--- config.mk ---
export PLATFORM = sky130hd
export DESIGN_NAME = bpc_div
export DESIGN_NICKNAME = d
export VERILOG_FILES = /design/src/rtl/bpc_div.sv
export SDC_FILE = /design/constraint.sdc
export NUM_CORES = 2
export LEC_CHECK = 0
export ABC_AREA = 1
export BUFFER_PORTS_ARGS = -buffer_cell sky130_fd_sc_hd__buf_2
export CORE_AREA = 3 3 444 446
export DETAILED_ROUTE_END_ITERATION = 8
export DIE_AREA = 0 0 447 449
export GPL_TIMING_DRIVEN = 0
export PLACE_DENSITY = 0.72
export SLEW_MARGIN = 5
export SYNTH_ARGS = -nofsm -noshare
export SYNTH_HDL_FRONTEND = slang
export SYNTH_SLANG_ARGS = --single-unit
--- constraint.sdc ---
create_clock -name clk -period 3.03 [get_ports clk]
set_clock_uncertainty 0.2 [all_clocks]
set_input_delay 0.606 -clock clk [delete_from_list [all_inputs] [get_ports clk]]
set_output_delay 0.606 -clock clk [all_outputs]
set_load 0.05 [all_outputs]
--- src/rtl/bpc_div.sv ---
// ---------------------------------------------------------------------------
// Pipelined unsigned divider
// Restoring division, one quotient bit per register stage, sideband carried.
// ---------------------------------------------------------------------------
module bpc_div #(
  parameter int NW = 27,
  parameter int DW = 20,
  parameter int SW = 1
) (
  input  logic          clk,
  input  logic          rst,
  input  logic          adv,
  input  logic          in_valid,
  input  logic [NW-1:0] num,
  input  logic [DW-1:0] den,
  input  logic [SW-1:0] side_in,
  output logic          out_valid,
  output logic [NW-1:0] quo,
  output logic [SW-1:0] side_out
);

  logic          v   [NW];
  logic [DW-1:0] rem [NW];
  logic [NW-1:0] nq  [NW];
  logic [DW-1:0] dv  [NW];
  logic [SW-1:0] sd  [NW];

  for (genvar k = 0; k < NW; k++) begin : g_stage
    logic          v_in;
    logic [DW-1:0] r_in;
    logic [NW-1:0] nq_in;
    logic [DW-1:0] d_in;
    logic [SW-1:0] s_in;
    logic [DW:0]   trial;
    logic          ge;

    if (k == 0) begin : g_first
      assign v_in  = in_valid;
      assign r_in  = '0;
      assign nq_in = num;
      assign d_in  = den;
      assign s_in  = side_in;
    end else begin : g_rest
      assign v_in  = v[k-1];
      assign r_in  = rem[k-1];
      assign nq_in = nq[k-1];
      assign d_in  = dv[k-1];
      assign s_in  = sd[k-1];
    end

    // partial remainder stays below the divisor, so DW bits hold it
    assign trial = {r_in, nq_in[NW-1]};
    assign ge    = trial >= {1'b0, d_in};

    always_ff @(posedge clk) begin
      if (rst) begin
        v[k] <= 1'b0;
      end else if (adv) begin
        v[k] <= v_in;
      end
    end

    always_ff @(posedge clk) begin
      if (adv) begin
        rem[k] <= ge ? DW'(trial - {1'b0, d_in}) : trial[DW-1:0];
        nq[k]  <= {nq_in[NW-2:0], ge};
        dv[k]  <= d_in;
        sd[k]  <= s_in;
      end
    end
  end

  assign out_valid = v[NW-1];
  assign quo       = nq[NW-1];
  assign side_out  = sd[NW-1];

endmodule

# Word-level counts from Yosys, hierarchy flattened

Memory sizes are Yosys's and may differ from the RTL's.
Index checks and enable logic that the tools add are counted.

Logic and storage cells: 146
Latch bits: 0
RAM bits: 1863
Register bits: 0
Memory bits (read-only): 0
Memories: 5
Input bits: 52
Output and inout bits: 29

Multipliers: 0
Shift operators: 0
Equal/unequal tests: 0
$lt $le $gt $ge: 27
$add $sub $neg: 27
Reduce and logical (&&, ||, !) cells: 0
Bitwise operators: 27
Div/mod/pow operators: 0
Multiplexer cells: 60

Memories:

| memory | words | width | read ports | clocked after Yosys merged registers in | wr ports | line | RTL |
|---|---|---|---|---|---|---|---|
| nq     | 27    | 27    | 27         | 0                                       | 27       | 24   | `logic [NW-1:0] nq [NW];` |
| dv     | 27    | 20    | 26         | 0                                       | 27       | 25   | `logic [DW-1:0] dv [NW];` |
| rem    | 27    | 20    | 26         | 0                                       | 27       | 23   | `logic [DW-1:0] rem [NW];` |
| sd     | 27    | 1     | 27         | 0                                       | 27       | 26   | `logic [SW-1:0] sd [NW];` |
| v      | 27    | 1     | 27         | 0                                       | 27       | 22   | `logic v [NW];` |

Operator list:

| cell                                             | number |
|---|---|
| 21-bit by 20-bit >= comparator with 1-bit output | 26 |
| 20-bit two-way mux                               | 27 |
| 20-bit subtractor                                | 26 |
| 1-bit two-way mux                                | 33 |
| 1-bit bitwise OR                                 | 27 |
| 1-bit by 20-bit >= comparator with 1-bit output  | 1 |
| 1-bit by 20-bit subtractor with 20-bit output    | 1 |

# Longest topological paths before layout

Depth in word-level cells: 4
Depth in mapped cells: 14
Depth with buffers taken out: 13

# Worst setup path before layout

Ideal clock, no wire load.

Path type: input to register
Start point: in num[26]
End point: mem rem[0][0] (data pin)
Data arrival time: 1767 ps
Setup slack: 802 ps
Setup time: 260 ps
Stages: 11
Required time: 2570 ps
Buffers on the path: 0
Path through: inv_1 > ha_1 > inv_1 > ha_1 > nand2_1 > nor2_1 > nand4_1 > nor3_4 > nand2_1 > nand2_2 > o21ai_0

RTL lines:

| what            | line | RTL |
|---|---|---|
| start, declared | 14   | `input logic [NW-1:0] num,` |
| end, declared   | 23   |  |

==> flow_metrics.env <==
export IMPL_hold_depth=4
export IMPL_syn_area_mm2=0.0964
export IMPL_async_reset_ff_share_pct=0
export IMPL_critical_path_buf_inv_count=2
export IMPL_cts_tree="built"
export IMPL_fill_cells=17000
export IMPL_start_util_pct=50.0
export IMPL_reg2reg_from="rem[13][15]$_DFFE_PP_"
export IMPL_synthDominantCellAreaShare_pct=56.8
export IMPL_ys_seq_area_share_pct=56.8
export IMPL_tightest_slew_ns=0.927
export IMPL_relSlewSlack_pct=38.2
export IMPL_max_vdd_ir_drop_v=0.000703
export IMPL_hold_path_class="in -> reg"
export IMPL_first_pass_iters=6
export IMPL_drive_above_1_share_pct=6.10
export IMPL_finalHoldViolCount=0
export IMPL_path_cells="ha_1, nand2_1, nor2_1, nand2_1, nor2_1, nand2_1, nand2_1, nor2_1, nand2_4, inv_4, buf_6, nand2_1, nand2_1"
export IMPL_grt_pass1_vias=64000
export IMPL_finish_utilization_pct=55.9
export IMPL_p_leak_uw=0.0500
export IMPL_grt_met2_usage_pct=35.5
export IMPL_setup_tns_final_ns=0
export IMPL_ys_ff_latch=1823
export IMPL_r2r_end="rem[14][7]$_DFFE_PP_"
export IMPL_p_per_area_mw_per_mm2=992
export IMPL_die_area_mm2=0.201
export IMPL_use_met1_pct=33.3
export IMPL_mostFrequentLayoutCell="nand2_1"
export IMPL_drt_iter0_drc=6065
export IMPL_cts_max_path_buffers=3
export IMPL_syn_instance_count=10400
export IMPL_worstPathArrival_ns=3.13
export IMPL_worstPathRequired_ns=3.42
export IMPL_core_area_mm2=0.193
export IMPL_pin_count=81
export IMPL_cp_max_fo=10
export IMPL_post_route_period_util_pct=90.2
export IMPL_finalCriticalPeriod_ns=2.73
export IMPL_nets=11300
export IMPL_clock_fmax_mhz=366
export IMPL_max_cap_violations=0
export IMPL_areaGrowthSynthToFinish_pct=11.8
export IMPL_final_cell_mix="nand2_1, edfxtp_1, inv_1"
export IMPL_die_h_um=449
export IMPL_regArea_mm2=0.0547
export IMPL_multi_input_comb_area_mm2=0.0342
export IMPL_startpoint_type="flip-flop"
export IMPL_crit_path_max_incr_delay_ns=0.42
export IMPL_min_to="v[26]$_DFFE_PP_"
export IMPL_dr_total_vias=67300
export IMPL_critical_path_class="reg -> reg"
export IMPL_wl_per_cell_um=17.1
export IMPL_ant_nets=0
export IMPL_hpwl_um=174000
export IMPL_avgSynthCellArea_um2=9.29
export IMPL_worst_path_dominant_cell_family="simple AND/OR/NAND/NOR gates"
export IMPL_track_usage_pct=22.7
export IMPL_synth_edf_count=1823
export IMPL_worstHoldStart="rst"
export IMPL_synth_ff_type="edfxtp_1"
export IMPL_setup_viol=0
export IMPL_drcViolationCount=0
export IMPL_gr_total_overflow=0
export IMPL_ys_types=38
export IMPL_post_place_cells=13000
export IMPL_io_buffers=80
export IMPL_die_w_um=447
export IMPL_synth_nets=11000
export IMPL_worst_slack_ns=0.297
export IMPL_post_synth_top_area_cell="edfxtp_1"
export IMPL_wirelength_um=230000
export IMPL_layoutNonFillerInstCount=13400
export IMPL_status="complete, no violations"
export IMPL_clk_latency_ns=0.86
export IMPL_cts_root_buf="clkbuf_16"
export IMPL_numClockSinks=1823
export IMPL_via_per_inst=5.02
export IMPL_busiest_layer="met2"
export IMPL_crit_path_frequent_cell="nand2_1"
export IMPL_slew_viol_final=0
export IMPL_use_met3_pct=3.37
export IMPL_rows=161
export IMPL_reg2reg_slack_ns=0.30
export IMPL_worst_r2r_cell_count=13
export IMPL_cts_setup_buffers=0
export IMPL_rsz0062_at_grt="false"
export IMPL_htreeDepth=4
export IMPL_routabilityCongestion=0.921
export IMPL_yosys_warnings=0
export IMPL_grt_max_degree=172
export IMPL_antenna_found_initial=3
export IMPL_grt_pass1_wl_um=358000
export IMPL_cts_buffers_inserted=191
export IMPL_end_kind="flip-flop"
export IMPL_place_worst_setup_slack_ns=-1.88
export IMPL_cp_slowest_cell="edfxtp_1"
export IMPL_clkSlewWorstSetupHoldPaths_ns=0.06
export IMPL_synth_area_leaders="edfxtp_1, nand2_1, ha_1, inv_1, nand3_1"
## cell usage after synthesis (25+ instances only)
master	count
a21oi_1	339
buf_6	54
edfxtp_1	1823
fa_1	25
ha_1	522
inv_1	1717
inv_4	25
nand2_1	3684
nand2_2	47
nand2_4	25
nand3_1	651
nand3b_1	122
nand4_1	34
nor2_1	729
nor3_1	74
o21a_1	25
o21ai_0	92
xnor2_1	26
xor2_1	213
## stage by stage
stage / power, uW / instance area [um2] / hold WS (ns)
after CTS: 108000 / 108000 / 0.0147
after global routing: 115000 / 108000 / 0.0785
after floorplan: 69100 / 96400 / 0.200
after global placement: 83100 / 100000 / 0.201
after detailed placement: 82100 / 100000 / 0.205
final: 107000 / 108000 / 0.0768
## metal layers
metal | vias up | share of wire [%]
li1 | 34300 | -
met5 | - | 0.0030
met1 | 31100 | 47
met3 | 300 | 5.5
met2 | 1655 | 45
met4 | 2 | 2.1
## flip-flops by register name, summed over array words and instances, names as in the netlist
name  count
nq      729
rem     520
v        27
dv      520
sd       27
## worst min-delay path: stages
cell	delay (ns)
buf_2	0.10
inv_1	0.04
nand2_1	0.15
nor2_1	0.12
## cells by family (layout without fill, tap and decap cells)
kind of cell | count (synthesis) | in the layout | synth area share [%]
AO/OA/AOI/OAI | 499 | 499 | 2.77
flip-flops | 1823 | 1823 | 56.8
buffers and inverters | 1836 | 2339 | 7.72
adder cells (fa/ha/maj) | 547 | 547 | 7.29
other | 0 | 2 | 0
AND/OR/NAND/NOR | 5429 | 5429 | 23.3
XOR/XNOR | 239 | 239 | 2.17
## worst max path at each step
stage | from | endpoint | slack [ns] | cells past startpoint
floorplan | num[26] | rem[0][0]$_DFFE_PP_ | 0.80 | 11
global route | dv[23][0]$_DFFE_PP_ | rem[24][16]$_DFFE_PP_ | 0.19 | 12
global placement | adv | v[15]$_DFFE_PP_ | -31.02 | 4
detailed placement | adv | nq[25][8]$_DFFE_PP_ | -1.88 | 6
CTS | den[19] | rem[0][11]$_SDFFCE_PP0P_ | 0.14 | 7
finish | rem[13][15]$_DFFE_PP_ | rem[14][7]$_DFFE_PP_ | 0.30 | 13
## area by class of cell
class / instances / share of cell area [%]
multi-input cells: 6714 / 31.8
inverters: 1759 / 6.18
repair buffers: 148 / 1.36
well taps: 2526 / 2.93
flip-flops and latches: 1823 / 50.8
clock inverters: 142 / 1.75
diodes: 2 / 0.00464
clock buffers: 213 / 4.53
plain buffers: 77 / 0.717
## what timing repair did
action                                 CTS  global route
hold buffers                            50             0
cloned                                   7             0
setup endpoints to repair              700            10
gates resized for setup                  0             1
endpoints found under the hold margin  125             0
## power breakdown
| group | internal, uW | total, uW | switching (uW) | leakage (uW) |
|---|---|---|---|---|
| registers | 34900 | 37900 | 3040 | 0.0179 |
| clock network | 14500 | 24800 | 10200 | 0.00328 |
| logic | 15000 | 44300 | 29300 | 0.0288 |
(Power assumes the default switching activity.)
